## config.mk

```make
export PLATFORM = sky130hd
export DESIGN_NAME = optical_gesture_classifier
export DESIGN_NICKNAME = d
export VERILOG_FILES = /design/src/sv/ogc_pkg.sv /design/src/sv/ogc_ram.sv /design/src/sv/ogc_ctrl.sv /design/src/sv/ogc_datapath.sv /design/src/sv/optical_gesture_classifier.sv
export VERILOG_INCLUDE_DIRS = /design/src /design/src/sv
export SDC_FILE = /design/constraint.sdc
export NUM_CORES = 2
export LEC_CHECK = 0
export BUFFER_PORTS_ARGS = -buffer_cell sky130_fd_sc_hd__buf_2
export CORE_UTILIZATION = 40
export DETAILED_ROUTE_END_ITERATION = 8
export PLACE_DENSITY = 0.56
export SLEW_MARGIN = 30
export SYNTH_ARGS = -nofsm -noshare
export SYNTH_HDL_FRONTEND = slang
export SYNTH_SLANG_ARGS = --single-unit
```

## constraint.sdc

```tcl
create_clock -name clk -period 10.35 [get_ports clk]
set_clock_uncertainty 0.2 [all_clocks]
set_input_delay 3.105 -clock clk [delete_from_list [all_inputs] [get_ports clk]]
set_output_delay 3.105 -clock clk [all_outputs]
set_load 0.01 [all_outputs]
```

## src/sv/optical_gesture_classifier_defines.svh

```systemverilog
// assertion macros shared by the gesture classifier
`ifndef OPTICAL_GESTURE_CLASSIFIER_DEFINES_SVH
`define OPTICAL_GESTURE_CLASSIFIER_DEFINES_SVH

// same-cycle implication, checked on clk with reset masked
`define OGC_ASSERT_IMP(lbl, ante, cons) \
    lbl: assert property (@(posedge clk) disable iff (!rst_n) (ante) |-> (cons)) \
        else $error("gesture classifier check failed");

// next-cycle implication, checked on clk with reset masked
`define OGC_ASSERT_NEXT(lbl, ante, cons) \
    lbl: assert property (@(posedge clk) disable iff (!rst_n) (ante) |=> (cons)) \
        else $error("gesture classifier check failed");

`endif

```

## src/sv/ogc_pkg.sv

```systemverilog
// shared constants and types of the gesture classifier
`default_nettype none

package ogc_pkg;

    localparam int OGC_MAX_SETS = 32;
    localparam int CNT_W        = $clog2(OGC_MAX_SETS + 1);
    localparam int IDX_W        = $clog2(OGC_MAX_SETS);
    localparam int SAMPLE_W     = 32;

    // input commands
    localparam logic [1:0] CMD_PUSH   = 2'd0;
    localparam logic [1:0] CMD_CLOSE  = 2'd1;
    localparam logic [1:0] CMD_FINISH = 2'd2;

    // configuration register indexes
    localparam logic [1:0] CFG_EDGE  = 2'd0;
    localparam logic [1:0] CFG_SWIPE = 2'd1;
    localparam logic [1:0] CFG_STILL = 2'd2;

    localparam logic [7:0] EDGE_RST  = 8'd10;
    localparam logic [8:0] SWIPE_RST = 9'd50;
    localparam logic [8:0] STILL_RST = 9'd20;

    // gesture codes
    localparam logic [2:0] G_NONE  = 3'd0;
    localparam logic [2:0] G_UP    = 3'd1;
    localparam logic [2:0] G_DOWN  = 3'd2;
    localparam logic [2:0] G_LEFT  = 3'd3;
    localparam logic [2:0] G_RIGHT = 3'd4;
    localparam logic [2:0] G_NEAR  = 3'd5;
    localparam logic [2:0] G_FAR   = 3'd6;

    // axis direction codes, two's complement -1/0/+1
    localparam logic [1:0] DIR_NONE = 2'b00;
    localparam logic [1:0] DIR_POS  = 2'b01;
    localparam logic [1:0] DIR_NEG  = 2'b11;

    localparam logic [CNT_W-1:0] MIN_BATCH = CNT_W'(4);
    localparam logic [7:0] STILL_LIMIT = 8'd10;
    localparam logic [7:0] DRIFT_LIMIT = 8'd2;
    localparam logic [14:0] RATIO_SCALE = 15'd100;

    localparam int DIV_STEPS = 15;
    localparam int DIV_CNT_W = 4;

    typedef struct packed {
        logic accept;
        logic check_first;
        logic check_last;
        logic div_start;
        logic update;
        logic close_done;
    } ogc_cmd_t;

    typedef struct packed {
        logic long_batch;
        logic hit;
        logic at_end;
        logic div_busy;
        logic div_wrapped;
    } ogc_status_t;

endpackage

`default_nettype wire

```

## src/sv/ogc_ram.sv

```systemverilog
// generic single-write, registered-read memory
`default_nettype none

module ogc_ram #(
    parameter int WIDTH = 32,
    parameter int DEPTH = 32
) (
    input  wire logic                     clk,
    input  wire logic                     we,
    input  wire logic [$clog2(DEPTH)-1:0] waddr,
    input  wire logic [WIDTH-1:0]         wdata,
    input  wire logic [$clog2(DEPTH)-1:0] raddr,
    output logic      [WIDTH-1:0]         rdata
);

    logic [WIDTH-1:0] mem [DEPTH];

    // write port and registered read port
    always_ff @(posedge clk)
    begin
        if (we)
        begin
            mem[waddr] <= wdata;
        end
        rdata <= mem[raddr];
    end

endmodule

`default_nettype wire

```

## src/sv/ogc_ctrl.sv

```systemverilog
// sequencer of the batch close: scans, divisions, update and decode
`default_nettype none

module ogc_ctrl (
    input  wire logic               clk,
    input  wire logic               rst_n,
    input  wire logic               sample_valid,
    input  wire logic [1:0]         cmd,
    input  wire logic               result_busy,
    input  wire ogc_pkg::ogc_status_t st,
    output logic                    sample_stall,
    output ogc_pkg::ogc_cmd_t       ctl
);
    import ogc_pkg::*;

    localparam logic [3:0] S_IDLE  = 4'd0;
    localparam logic [3:0] S_BEGIN = 4'd1;
    localparam logic [3:0] S_FRD   = 4'd2;
    localparam logic [3:0] S_FCHK  = 4'd3;
    localparam logic [3:0] S_LRD   = 4'd4;
    localparam logic [3:0] S_LCHK  = 4'd5;
    localparam logic [3:0] S_DIVS  = 4'd6;
    localparam logic [3:0] S_DIVW  = 4'd7;
    localparam logic [3:0] S_UPD   = 4'd8;
    localparam logic [3:0] S_DEC   = 4'd9;

    logic [3:0] state_reg;
    logic [3:0] state_next;
    logic       accept;

    // input beats only while idle; a finish waits for the result slot
    assign sample_stall = (state_reg != S_IDLE) || (result_busy && cmd == CMD_FINISH);
    assign accept       = sample_valid && !sample_stall;

    // commands to the datapath
    always_comb
    begin
        ctl             = '0;
        ctl.accept      = accept;
        ctl.check_first = (state_reg == S_FCHK);
        ctl.check_last  = (state_reg == S_LCHK);
        ctl.div_start   = (state_reg == S_DIVS);
        ctl.update      = (state_reg == S_UPD);
        ctl.close_done  = (state_reg == S_DEC);
    end

    // next state
    always_comb
    begin
        state_next = state_reg;
        case (state_reg)
            S_IDLE:  if (accept && cmd == CMD_CLOSE) state_next = S_BEGIN;
            S_BEGIN: state_next = st.long_batch ? S_FRD : S_DEC;
            S_FRD:   state_next = S_FCHK;
            S_FCHK:
            begin
                if (st.hit)
                    state_next = S_LRD;
                else if (st.at_end)
                    state_next = S_DEC;
                else
                    state_next = S_FRD;
            end
            S_LRD:   state_next = S_LCHK;
            S_LCHK:  state_next = st.hit ? S_DIVS : S_LRD;
            S_DIVS:  state_next = S_DIVW;
            S_DIVW:
            begin
                if (!st.div_busy)
                    state_next = st.div_wrapped ? S_UPD : S_DIVS;
            end
            S_UPD:   state_next = S_DEC;
            S_DEC:   state_next = S_IDLE;
            default: state_next = S_IDLE;
        endcase
    end

    // state register
    always_ff @(posedge clk or negedge rst_n)
    begin
        if (!rst_n)
            state_reg <= S_IDLE;
        else
            state_reg <= state_next;
    end

endmodule

`default_nettype wire

```

## src/sv/ogc_datapath.sv

```systemverilog
// sample store, divider, accumulators, event counters and decode
`default_nettype none

module ogc_datapath (
    input  wire logic               clk,
    input  wire logic               rst_n,
    input  wire ogc_pkg::ogc_cmd_t  ctl,
    output ogc_pkg::ogc_status_t    st,
    input  wire logic [1:0]         cmd,
    input  wire logic [7:0]         up_level,
    input  wire logic [7:0]         down_level,
    input  wire logic [7:0]         left_level,
    input  wire logic [7:0]         right_level,
    input  wire logic               cfg_we,
    input  wire logic [1:0]         cfg_index,
    input  wire logic [8:0]         cfg_data,
    output logic                    result_valid,
    input  wire logic               result_stall,
    output logic [2:0]              gesture_code,
    output logic signed [15:0]      vertical_total,
    output logic signed [15:0]      horizontal_total
);
    import ogc_pkg::*;

    // configuration
    logic [7:0] edge_reg;
    logic [8:0] swipe_reg;
    logic [8:0] still_reg;

    // batch bookkeeping
    logic [CNT_W-1:0]    count_reg, count_next;
    logic [IDX_W-1:0]    idx_reg, idx_next;
    logic [SAMPLE_W-1:0] first_reg, first_next;
    logic [SAMPLE_W-1:0] last_reg, last_next;
    logic [SAMPLE_W-1:0] rdata;
    logic                ram_we;

    // divider
    logic [14:0]          quo_reg, quo_next;
    logic [9:0]           rem_reg, rem_next;
    logic [8:0]           den_reg, den_next;
    logic                 neg_reg, neg_next;
    logic [DIV_CNT_W-1:0] dcnt_reg, dcnt_next;
    logic                 busy_reg, busy_next;
    logic [1:0]           sel_reg, sel_next;
    logic signed [7:0]    ratio_reg [4];
    logic signed [7:0]    ratio_next [4];

    // gesture state
    logic signed [15:0] vacc_reg, vacc_next;
    logic signed [15:0] hacc_reg, hacc_next;
    logic [1:0]         vdir_reg, vdir_next;
    logic [1:0]         hdir_reg, hdir_next;
    logic [7:0]         still_ev_reg, still_ev_next;
    logic [7:0]         drift_ev_reg, drift_ev_next;
    logic [2:0]         verdict_reg, verdict_next;
    logic [2:0]         motion_reg, motion_next;

    // result slot
    logic               rvalid_reg, rvalid_next;
    logic [2:0]         rcode_reg, rcode_next;
    logic signed [15:0] rvert_reg, rvert_next;
    logic signed [15:0] rhorz_reg, rhorz_next;

    // combinational helpers
    logic [7:0]         div_a, div_b, div_mag;
    logic [14:0]        div_num;
    logic [9:0]         rem_sh;
    logic               div_ge;
    logic [7:0]         q_final;
    logic signed [8:0]  dv, dh;
    logic [8:0]         dv_mag, dh_mag;
    logic signed [16:0] vsum, hsum;
    logic signed [15:0] vsat, hsat;
    logic [1:0]         nvdir, nhdir;
    logic               small_d, zero_d, no_dir;
    logic [7:0]         se_bump, de_bump;
    logic [2:0]         dec_motion;

    function automatic logic above_all(input logic [SAMPLE_W-1:0] e, input logic [7:0] thr);
        above_all = (e[7:0] > thr) && (e[15:8] > thr) && (e[23:16] > thr) && (e[31:24] > thr);
    endfunction

    function automatic logic [7:0] bump8(input logic [7:0] c);
        bump8 = (c == 8'hFF) ? c : c + 8'd1;
    endfunction

    function automatic logic [16:0] abs16(input logic signed [15:0] v);
        logic signed [16:0] w;
        w = {v[15], v};
        abs16 = w[16] ? 17'(-w) : 17'(w);
    endfunction

    function automatic logic signed [15:0] sat16(input logic signed [16:0] v);
        if (v[16] != v[15])
            sat16 = v[16] ? 16'sh8000 : 16'sh7FFF;
        else
            sat16 = v[15:0];
    endfunction

    function automatic logic [1:0] axis_dir(input logic signed [15:0] acc, input logic [8:0] s);
        logic signed [16:0] a;
        logic signed [16:0] ps;
        a  = {acc[15], acc};
        ps = $signed({8'd0, s});
        if (a >= ps)
            axis_dir = DIR_POS;
        else if (a <= -ps)
            axis_dir = DIR_NEG;
        else
            axis_dir = DIR_NONE;
    endfunction

    function automatic logic [2:0] decode_motion(
        input logic [2:0] verdict, input logic [1:0] vd, input logic [1:0] hd,
        input logic signed [15:0] va, input logic signed [15:0] ha, input logic [2:0] cur);
        logic vbig;
        vbig = abs16(va) > abs16(ha);
        decode_motion = cur;
        if (verdict == G_NEAR || verdict == G_FAR)
            decode_motion = verdict;
        else if (vd == DIR_NEG && hd == DIR_NONE)
            decode_motion = G_UP;
        else if (vd == DIR_POS && hd == DIR_NONE)
            decode_motion = G_DOWN;
        else if (vd == DIR_NONE && hd == DIR_POS)
            decode_motion = G_RIGHT;
        else if (vd == DIR_NONE && hd == DIR_NEG)
            decode_motion = G_LEFT;
        else if (vd == DIR_NEG && hd == DIR_POS)
            decode_motion = vbig ? G_UP : G_RIGHT;
        else if (vd == DIR_POS && hd == DIR_NEG)
            decode_motion = vbig ? G_DOWN : G_LEFT;
        else if (vd == DIR_NEG && hd == DIR_NEG)
            decode_motion = vbig ? G_UP : G_LEFT;
        else if (vd == DIR_POS && hd == DIR_POS)
            decode_motion = vbig ? G_DOWN : G_RIGHT;
    endfunction

    // sample store
    assign ram_we = ctl.accept && (cmd == CMD_PUSH || cmd == CMD_CLOSE)
                    && (count_reg < CNT_W'(OGC_MAX_SETS));

    ogc_ram #(
        .WIDTH (SAMPLE_W),
        .DEPTH (OGC_MAX_SETS)
    ) u_store (
        .clk   (clk),
        .we    (ram_we),
        .waddr (count_reg[IDX_W-1:0]),
        .wdata ({right_level, left_level, down_level, up_level}),
        .raddr (idx_reg),
        .rdata (rdata)
    );

    // status to the controller
    always_comb
    begin
        st             = '0;
        st.long_batch  = count_reg > MIN_BATCH;
        st.hit         = above_all(rdata, edge_reg);
        st.at_end      = (idx_reg == IDX_W'(count_reg - CNT_W'(1)));
        st.div_busy    = busy_reg;
        st.div_wrapped = (sel_reg == 2'd0);
    end

    // divider operands: last/first sample, vertical then horizontal pair
    always_comb
    begin
        if (sel_reg[1])
        begin
            div_a = sel_reg[0] ? first_reg[23:16] : last_reg[23:16];
            div_b = sel_reg[0] ? first_reg[31:24] : last_reg[31:24];
        end
        else
        begin
            div_a = sel_reg[0] ? first_reg[7:0] : last_reg[7:0];
            div_b = sel_reg[0] ? first_reg[15:8] : last_reg[15:8];
        end
        div_mag = (div_a >= div_b) ? div_a - div_b : div_b - div_a;
        div_num = 15'({7'd0, div_mag} * RATIO_SCALE);
        rem_sh  = {rem_reg[8:0], quo_reg[14]};
        div_ge  = rem_sh >= {1'b0, den_reg};
        q_final = {quo_reg[6:0], div_ge};
    end

    // per-batch deltas and saturated sums
    always_comb
    begin
        dv     = {ratio_reg[0][7], ratio_reg[0]} - {ratio_reg[1][7], ratio_reg[1]};
        dh     = {ratio_reg[2][7], ratio_reg[2]} - {ratio_reg[3][7], ratio_reg[3]};
        dv_mag = dv[8] ? 9'(-dv) : 9'(dv);
        dh_mag = dh[8] ? 9'(-dh) : 9'(dh);
        vsum   = {vacc_reg[15], vacc_reg} + {{8{dv[8]}}, dv};
        hsum   = {hacc_reg[15], hacc_reg} + {{8{dh[8]}}, dh};
        vsat   = sat16(vsum);
        hsat   = sat16(hsum);
        nvdir  = axis_dir(vsat, swipe_reg);
        nhdir  = axis_dir(hsat, swipe_reg);
        small_d = (dv_mag < still_reg) && (dh_mag < still_reg);
        zero_d  = (dv == 9'sd0) && (dh == 9'sd0);
        no_dir  = (nvdir == DIR_NONE) && (nhdir == DIR_NONE);
        se_bump = bump8(still_ev_reg);
        de_bump = bump8(drift_ev_reg);
        dec_motion = decode_motion(verdict_reg, vdir_reg, hdir_reg, vacc_reg, hacc_reg,
                                   motion_reg);
    end

    // next-state logic
    always_comb
    begin
        count_next    = count_reg;
        idx_next      = idx_reg;
        first_next    = first_reg;
        last_next     = last_reg;
        quo_next      = quo_reg;
        rem_next      = rem_reg;
        den_next      = den_reg;
        neg_next      = neg_reg;
        dcnt_next     = dcnt_reg;
        busy_next     = busy_reg;
        sel_next      = sel_reg;
        ratio_next    = ratio_reg;
        vacc_next     = vacc_reg;
        hacc_next     = hacc_reg;
        vdir_next     = vdir_reg;
        hdir_next     = hdir_reg;
        still_ev_next = still_ev_reg;
        drift_ev_next = drift_ev_reg;
        verdict_next  = verdict_reg;
        motion_next   = motion_reg;
        rvalid_next   = rvalid_reg && result_stall;
        rcode_next    = rcode_reg;
        rvert_next    = rvert_reg;
        rhorz_next    = rhorz_reg;

        // input beat: push, close or finish
        if (ctl.accept)
        begin
            if (ram_we)
                count_next = count_reg + CNT_W'(1);
            if (cmd == CMD_CLOSE)
                idx_next = '0;
            if (cmd == CMD_FINISH)
            begin
                rvalid_next   = 1'b1;
                rcode_next    = dec_motion;
                rvert_next    = vacc_reg;
                rhorz_next    = hacc_reg;
                count_next    = '0;
                vacc_next     = '0;
                hacc_next     = '0;
                vdir_next     = DIR_NONE;
                hdir_next     = DIR_NONE;
                still_ev_next = '0;
                drift_ev_next = '0;
                verdict_next  = G_NONE;
                motion_next   = G_NONE;
            end
        end

        // forward scan for the first valid sample
        if (ctl.check_first)
        begin
            if (st.hit)
            begin
                first_next = rdata;
                idx_next   = IDX_W'(count_reg - CNT_W'(1));
            end
            else
            begin
                idx_next = idx_reg + IDX_W'(1);
            end
        end

        // backward scan for the last valid sample
        if (ctl.check_last)
        begin
            if (st.hit)
                last_next = rdata;
            else
                idx_next = idx_reg - IDX_W'(1);
        end

        // restoring divider, one quotient bit a cycle
        if (ctl.div_start)
        begin
            quo_next  = div_num;
            rem_next  = '0;
            den_next  = {1'b0, div_a} + {1'b0, div_b};
            neg_next  = div_a < div_b;
            dcnt_next = DIV_CNT_W'(DIV_STEPS);
            busy_next = 1'b1;
        end
        else if (busy_reg)
        begin
            rem_next  = div_ge ? rem_sh - {1'b0, den_reg} : rem_sh;
            quo_next  = {quo_reg[13:0], div_ge};
            dcnt_next = dcnt_reg - DIV_CNT_W'(1);
            if (dcnt_reg == DIV_CNT_W'(1))
            begin
                busy_next           = 1'b0;
                ratio_next[sel_reg] = neg_reg ? 8'(-q_final) : q_final;
                sel_next            = sel_reg + 2'd1;
            end
        end

        // accumulate, set directions and count still/drift events
        if (ctl.update)
        begin
            vacc_next = vsat;
            hacc_next = hsat;
            vdir_next = nvdir;
            hdir_next = nhdir;
            if (no_dir && small_d)
            begin
                if (zero_d)
                    still_ev_next = se_bump;
                else
                    drift_ev_next = de_bump;
                if (still_ev_next >= STILL_LIMIT && drift_ev_next >= DRIFT_LIMIT)
                    verdict_next = zero_d ? G_NEAR : G_FAR;
            end
            else if (!no_dir && small_d && zero_d)
            begin
                still_ev_next = se_bump;
                if (se_bump >= STILL_LIMIT)
                begin
                    vdir_next = DIR_NONE;
                    hdir_next = DIR_NONE;
                    vacc_next = '0;
                    hacc_next = '0;
                end
            end
        end

        // end of close: decode and start a new batch
        if (ctl.close_done)
        begin
            motion_next = dec_motion;
            count_next  = '0;
        end
    end

    // control and state registers
    always_ff @(posedge clk or negedge rst_n)
    begin
        if (!rst_n)
        begin
            edge_reg     <= EDGE_RST;
            swipe_reg    <= SWIPE_RST;
            still_reg    <= STILL_RST;
            count_reg    <= '0;
            busy_reg     <= 1'b0;
            sel_reg      <= '0;
            vacc_reg     <= '0;
            hacc_reg     <= '0;
            vdir_reg     <= DIR_NONE;
            hdir_reg     <= DIR_NONE;
            still_ev_reg <= '0;
            drift_ev_reg <= '0;
            verdict_reg  <= G_NONE;
            motion_reg   <= G_NONE;
            rvalid_reg   <= 1'b0;
        end
        else
        begin
            if (cfg_we)
            begin
                case (cfg_index)
                    CFG_EDGE:  edge_reg  <= cfg_data[7:0];
                    CFG_SWIPE: swipe_reg <= cfg_data;
                    CFG_STILL: still_reg <= cfg_data;
                    default:   ;
                endcase
            end
            count_reg    <= count_next;
            busy_reg     <= busy_next;
            sel_reg      <= sel_next;
            vacc_reg     <= vacc_next;
            hacc_reg     <= hacc_next;
            vdir_reg     <= vdir_next;
            hdir_reg     <= hdir_next;
            still_ev_reg <= still_ev_next;
            drift_ev_reg <= drift_ev_next;
            verdict_reg  <= verdict_next;
            motion_reg   <= motion_next;
            rvalid_reg   <= rvalid_next;
        end
    end

    // payload registers
    always_ff @(posedge clk)
    begin
        idx_reg   <= idx_next;
        first_reg <= first_next;
        last_reg  <= last_next;
        quo_reg   <= quo_next;
        rem_reg   <= rem_next;
        den_reg   <= den_next;
        neg_reg   <= neg_next;
        dcnt_reg  <= dcnt_next;
        ratio_reg <= ratio_next;
        rcode_reg <= rcode_next;
        rvert_reg <= rvert_next;
        rhorz_reg <= rhorz_next;
    end

    assign result_valid     = rvalid_reg;
    assign gesture_code     = rcode_reg;
    assign vertical_total   = rvert_reg;
    assign horizontal_total = rhorz_reg;

endmodule

`default_nettype wire

```

## src/sv/optical_gesture_classifier.sv

```systemverilog
// Four-photodiode swipe gesture classifier. A finish beat waits while the
// previous result is still held in the output register. A batch close keeps
// the input stalled while it scans the sample store forward and backward (an
// entry read takes a read state and a check state, one store port), runs four
// serial divisions (each a start, the shift steps and a hand-off), updates and
// decodes. With no lit sample the backward scan and the divisions are skipped,
// and a batch of four samples or fewer goes straight to decode. A batch holds
// at most 32 entries. Configuration is always ready.
`default_nettype none

`include "optical_gesture_classifier_defines.svh"

module optical_gesture_classifier (
    input  wire logic               clk,
    input  wire logic               rst_n,
    input  wire logic               sample_valid,
    output logic                    sample_stall,
    input  wire logic [1:0]         cmd,
    input  wire logic [7:0]         up_level,
    input  wire logic [7:0]         down_level,
    input  wire logic [7:0]         left_level,
    input  wire logic [7:0]         right_level,
    output logic                    result_valid,
    input  wire logic               result_stall,
    output logic [2:0]              gesture_code,
    output logic signed [15:0]      vertical_total,
    output logic signed [15:0]      horizontal_total,
    input  wire logic               cfg_valid,
    output logic                    cfg_ready,
    input  wire logic [1:0]         cfg_index,
    input  wire logic [8:0]         cfg_data
);
    import ogc_pkg::*;

    ogc_cmd_t    ctl;
    ogc_status_t st;

    assign cfg_ready = 1'b1;

    // controller
    ogc_ctrl u_ctrl (
        .clk          (clk),
        .rst_n        (rst_n),
        .sample_valid (sample_valid),
        .cmd          (cmd),
        .result_busy  (result_valid),
        .st           (st),
        .sample_stall (sample_stall),
        .ctl          (ctl)
    );

    // datapath
    ogc_datapath u_dp (
        .clk              (clk),
        .rst_n            (rst_n),
        .ctl              (ctl),
        .st               (st),
        .cmd              (cmd),
        .up_level         (up_level),
        .down_level       (down_level),
        .left_level       (left_level),
        .right_level      (right_level),
        .cfg_we           (cfg_valid && cfg_ready),
        .cfg_index        (cfg_index),
        .cfg_data         (cfg_data),
        .result_valid     (result_valid),
        .result_stall     (result_stall),
        .gesture_code     (gesture_code),
        .vertical_total   (vertical_total),
        .horizontal_total (horizontal_total)
    );

    // a finish beat always lands in the result register
    `OGC_ASSERT_NEXT(a_finish_emits, ctl.accept && cmd == CMD_FINISH, result_valid)

    // a close beat keeps the input stalled in the following cycle
    `OGC_ASSERT_NEXT(a_close_blocks, ctl.accept && cmd == CMD_CLOSE, sample_stall)

    // the divider never runs while a new beat is taken
    `OGC_ASSERT_IMP(a_div_idle_on_accept, ctl.accept, !st.div_busy)

endmodule

`default_nettype wire
```

==> run summary <==
Die X -> 387.2 um
# resized after CTS -> 0
CTS tree -> built
Slowest cell on crit path -> o21ai_1
Clock-pin slew on the worst setup and hold paths -> 0.06 ns
Status -> complete, no violations
Largest Register -> u_dp.u_store.mem
Gpl congestion -> 0.8453
#FFs+latches synth -> 1328
Setup Fix Bufs, Post-CTS -> 0
Vias in the first global route -> 31950
Total power per unit cell area -> 274.3 nW/um^2
Yosys warnings -> 0
# H-tree levels -> 4
Setup Crit Path Kind -> flip-flop to flip-flop
Switching power -> 0.006176 W
Min Tclk post-route -> 8.017 ns
WP buf/inv -> 4
CP endpoint -> u_dp.hdir_reg[1]
Arrival time of the worst setup path -> 8.53 ns
Die height -> 387.2 um
Drt pass-1 iters -> 5
Slew headroom -> 33.46%
Reg-to-Reg End -> u_dp.hdir_reg[1]
Die area -> 149900 um^2
Residual DRC count -> 0
Worst Setup End Kind -> flip-flop
Fillers -> 12610
Post-synthesis async set-or-reset flop share -> 7.380%
Syn Inst Count -> 3514
Post-Syn Area -> 59360 um^2
Initial cell density of the core -> 40.53%
Avg Vias per Cell -> 5.638
Critical path's top delay family -> compound AO/OA/AOI/OAI gates
Worst stage delay on the critical path -> 0.74 ns
Share of layout cells above drive strength 1 -> 22.26%
Core area -> 146400 um^2
Layout Nets -> 3974
1st-iter DRT viols -> 2764
Max-slew violation count -> 0
Most common cell after layout, fill and taps aside -> edfxtp_1
Clock latency on the worst-skew pair -> 0.79 ns
CTS Hold Bufs -> 0
Hold crit path type -> flip-flop to flip-flop
HPWL Detailed -> 87860 um
Setup_tns -> 0 ns
Part of the power in combinational logic -> 36.2%
RSZ-0062 raised after global routing -> false
CTS Sinks -> 1328
Switching Fraction -> 33.51%
Final core occ -> 45.90%
Fin crit share -> 77.46%
CP max FO -> 20
GRT Util Overall -> 19.96%
Commonest cells after routing, fill and taps aside -> 1178 x edfxtp_1, 336 x mux4_2, 246 x ha_1
Layout area overhead -> 13.23%
First-pass GRT wire length -> 219700 um
Reg2reg setup slack -> 2.33 ns
R2R Path Start -> u_dp.ratio_reg[24]
Leak pwr -> 23.07 nW
Count of cell types in the netlist -> 104
Most common cell on crit path -> ha_1
Worst endpoint required time -> 10.86 ns
Wire length per cell -> 26.12 um
MaxCap Viol Count -> 0
Clk buf depth -> 3
Stages on worst setup path -> 29
Maximum vdd drop -> 0.3017 mV
Clock Root Buffer -> clkbuf_16
Cell Rows -> 140
Worst R2R Path Depth -> 29
Number of synthesized flops with an enable pin -> 1178
GR Overflow Total -> 0
Largest register FFs -> 1024
Pint -> 0.01226 W
Final ANT Viol Nets -> 0
Main synth FF type -> edfxtp_1
Port Buffers -> 86
Sequential element share of the synthesized area -> 65.49%
Routed vias -> 32150
Clock power share -> 27.3%
Synth Area per Inst -> 16.89 um^2
Crit path launch -> u_dp.ratio_reg[24]
Slew @ Worst Pin -> 0.9981 ns
Fin. Hold Viols -> 0
Initial antenna violation count -> 16
Largest net degree at the start of global routing -> 69
FMAX -> 124.7 MHz
Seq pwr share -> 36.5%
Inserted Clock Buffers -> 143
Critical path startpoint category -> flip-flop
Final WL -> 148900 um
I/O pin cnt -> 88
Final setup fails -> 0
power by group through the flow:
| stage | sequential [W] | combinational (W) | clock [W] |
|---|---|---|---|
| 2_1_floorplan | 0.00649 | 0.00518 | 0 |
| 3_3_place_gp | 0.00687 | 0.00663 | 0 |
| 3_5_place_dp | 0.00687 | 0.00666 | 0 |
| 4_1_cts | 0.00676 | 0.00672 | 0.00514 |
| 5_1_grt | 0.00678 | 0.00746 | 0.00534 |
| 6_report | 0.00673 | 0.00668 | 0.00503 |
worst min path at each step:
stage | startpoint | end | slack (ns) | cells past startpoint
4_1_cts | u_dp.u_store.rdata[23] | u_dp.last_reg[23] | 0.26 | 0
2_1_floorplan | u_dp.u_store.rdata[0] | u_dp.first_reg[0] | 0.23 | 0
5_1_grt | u_dp.u_store.rdata[23] | u_dp.last_reg[23] | 0.27 | 0
6_report | u_dp.u_store.rdata[23] | u_dp.last_reg[23] | 0.25 | 0
3_5_place_dp | u_dp.u_store.rdata[23] | u_dp.first_reg[23] | 0.25 | 0
3_3_place_gp | u_dp.u_store.rdata[23] | u_dp.first_reg[23] | 0.25 | 0
through the flow:
step / power, W / cells / cell area, um^2 / worst slack (ns) / hold slack, ns
after global routing: 0.01958 / 5699 / 67200 / 1.788 / 0.2737
after floorplan: 0.01167 / 3515 / 59360 / 3.270 / 0.2256
after CTS: 0.01862 / 5696 / 67100 / 1.937 / 0.2555
final: 0.01843 / 5702 / 67210 / 2.333 / 0.2527
after global placement: 0.01350 / 5429 / 62310 / 2.098 / 0.2541
after detailed placement: 0.01353 / 5436 / 62470 / 1.977 / 0.2536
final cells by class:
class / count / area, um^2 / share of cell area (%)
inverters: 153 / 574.3 / 0.8545
clock inverters: 73 / 748.2 / 1.113
flip-flops and latches: 1328 / 38890 / 57.87
clock buffers: 187 / 3877 / 5.769
multi-input cells: 1890 / 19620 / 29.19
well taps: 1917 / 2399 / 3.569
repair buffers: 151 / 1096 / 1.631
diodes: 3 / 7.507 / 0.01117
cell families after synthesis:
kind of cell    after synthesis  share of synthesized area [%]
other cells                   2                        0.01265
fa+ha+maj                   257                          5.556
buf+inv                     297                          1.960
compound gates              521                          6.125
mux                         412                          14.15
xor+xnor                    126                          1.859
simple gates                571                          4.844
flops                      1328                          65.49
Yosys cell counts (7+ instances only):
cell | count | share of area, %
a211o_1 | 8 | 0.12
a211oi_1 | 14 | 0.18
a21o_1 | 54 | 0.68
a21oi_1 | 121 | 1.0
a22o_1 | 40 | 0.59
a31o_2 | 7 | 0.10
a31oi_1 | 19 | 0.20
and2_1 | 8 | 0.084
and3_1 | 19 | 0.20
buf_1 | 27 | 0.17
clkbuf_1 | 105 | 0.66
dfrtp_1 | 91 | 3.8
dfstp_2 | 7 | 0.31
dfxtp_1 | 52 | 1.8
edfxtp_1 | 1178 | 60
fa_1 | 11 | 0.37
ha_1 | 246 | 5.2
inv_1 | 152 | 0.96
mux2_2 | 57 | 1.1
mux2i_1 | 19 | 0.32
mux4_2 | 336 | 13
nand2_1 | 142 | 0.90
nand2b_1 | 27 | 0.28
nand3_1 | 58 | 0.49
nand4_1 | 35 | 0.37
nor2_1 | 151 | 0.95
nor2b_1 | 25 | 0.26
nor3_1 | 26 | 0.22
nor3b_1 | 8 | 0.10
nor4_1 | 17 | 0.18
o211ai_1 | 12 | 0.15
o21a_1 | 36 | 0.46
o21ai_0 | 100 | 0.84
o21bai_1 | 13 | 0.16
o31ai_1 | 20 | 0.25
or2_2 | 8 | 0.084
or3_1 | 11 | 0.12
xnor2_1 | 68 | 1.0
xor2_1 | 58 | 0.86
layer usage:
metal  vias to the layer above  GRT usage (%)  wire length, um
li1                      14340              -                -
met1                     16810          28.17            66160
met2                       821          32.64            72460
met3                       178          3.166             7875
met4                         2          4.214             2400
met5                         -              0               17
(Power assumes the default switching activity.)
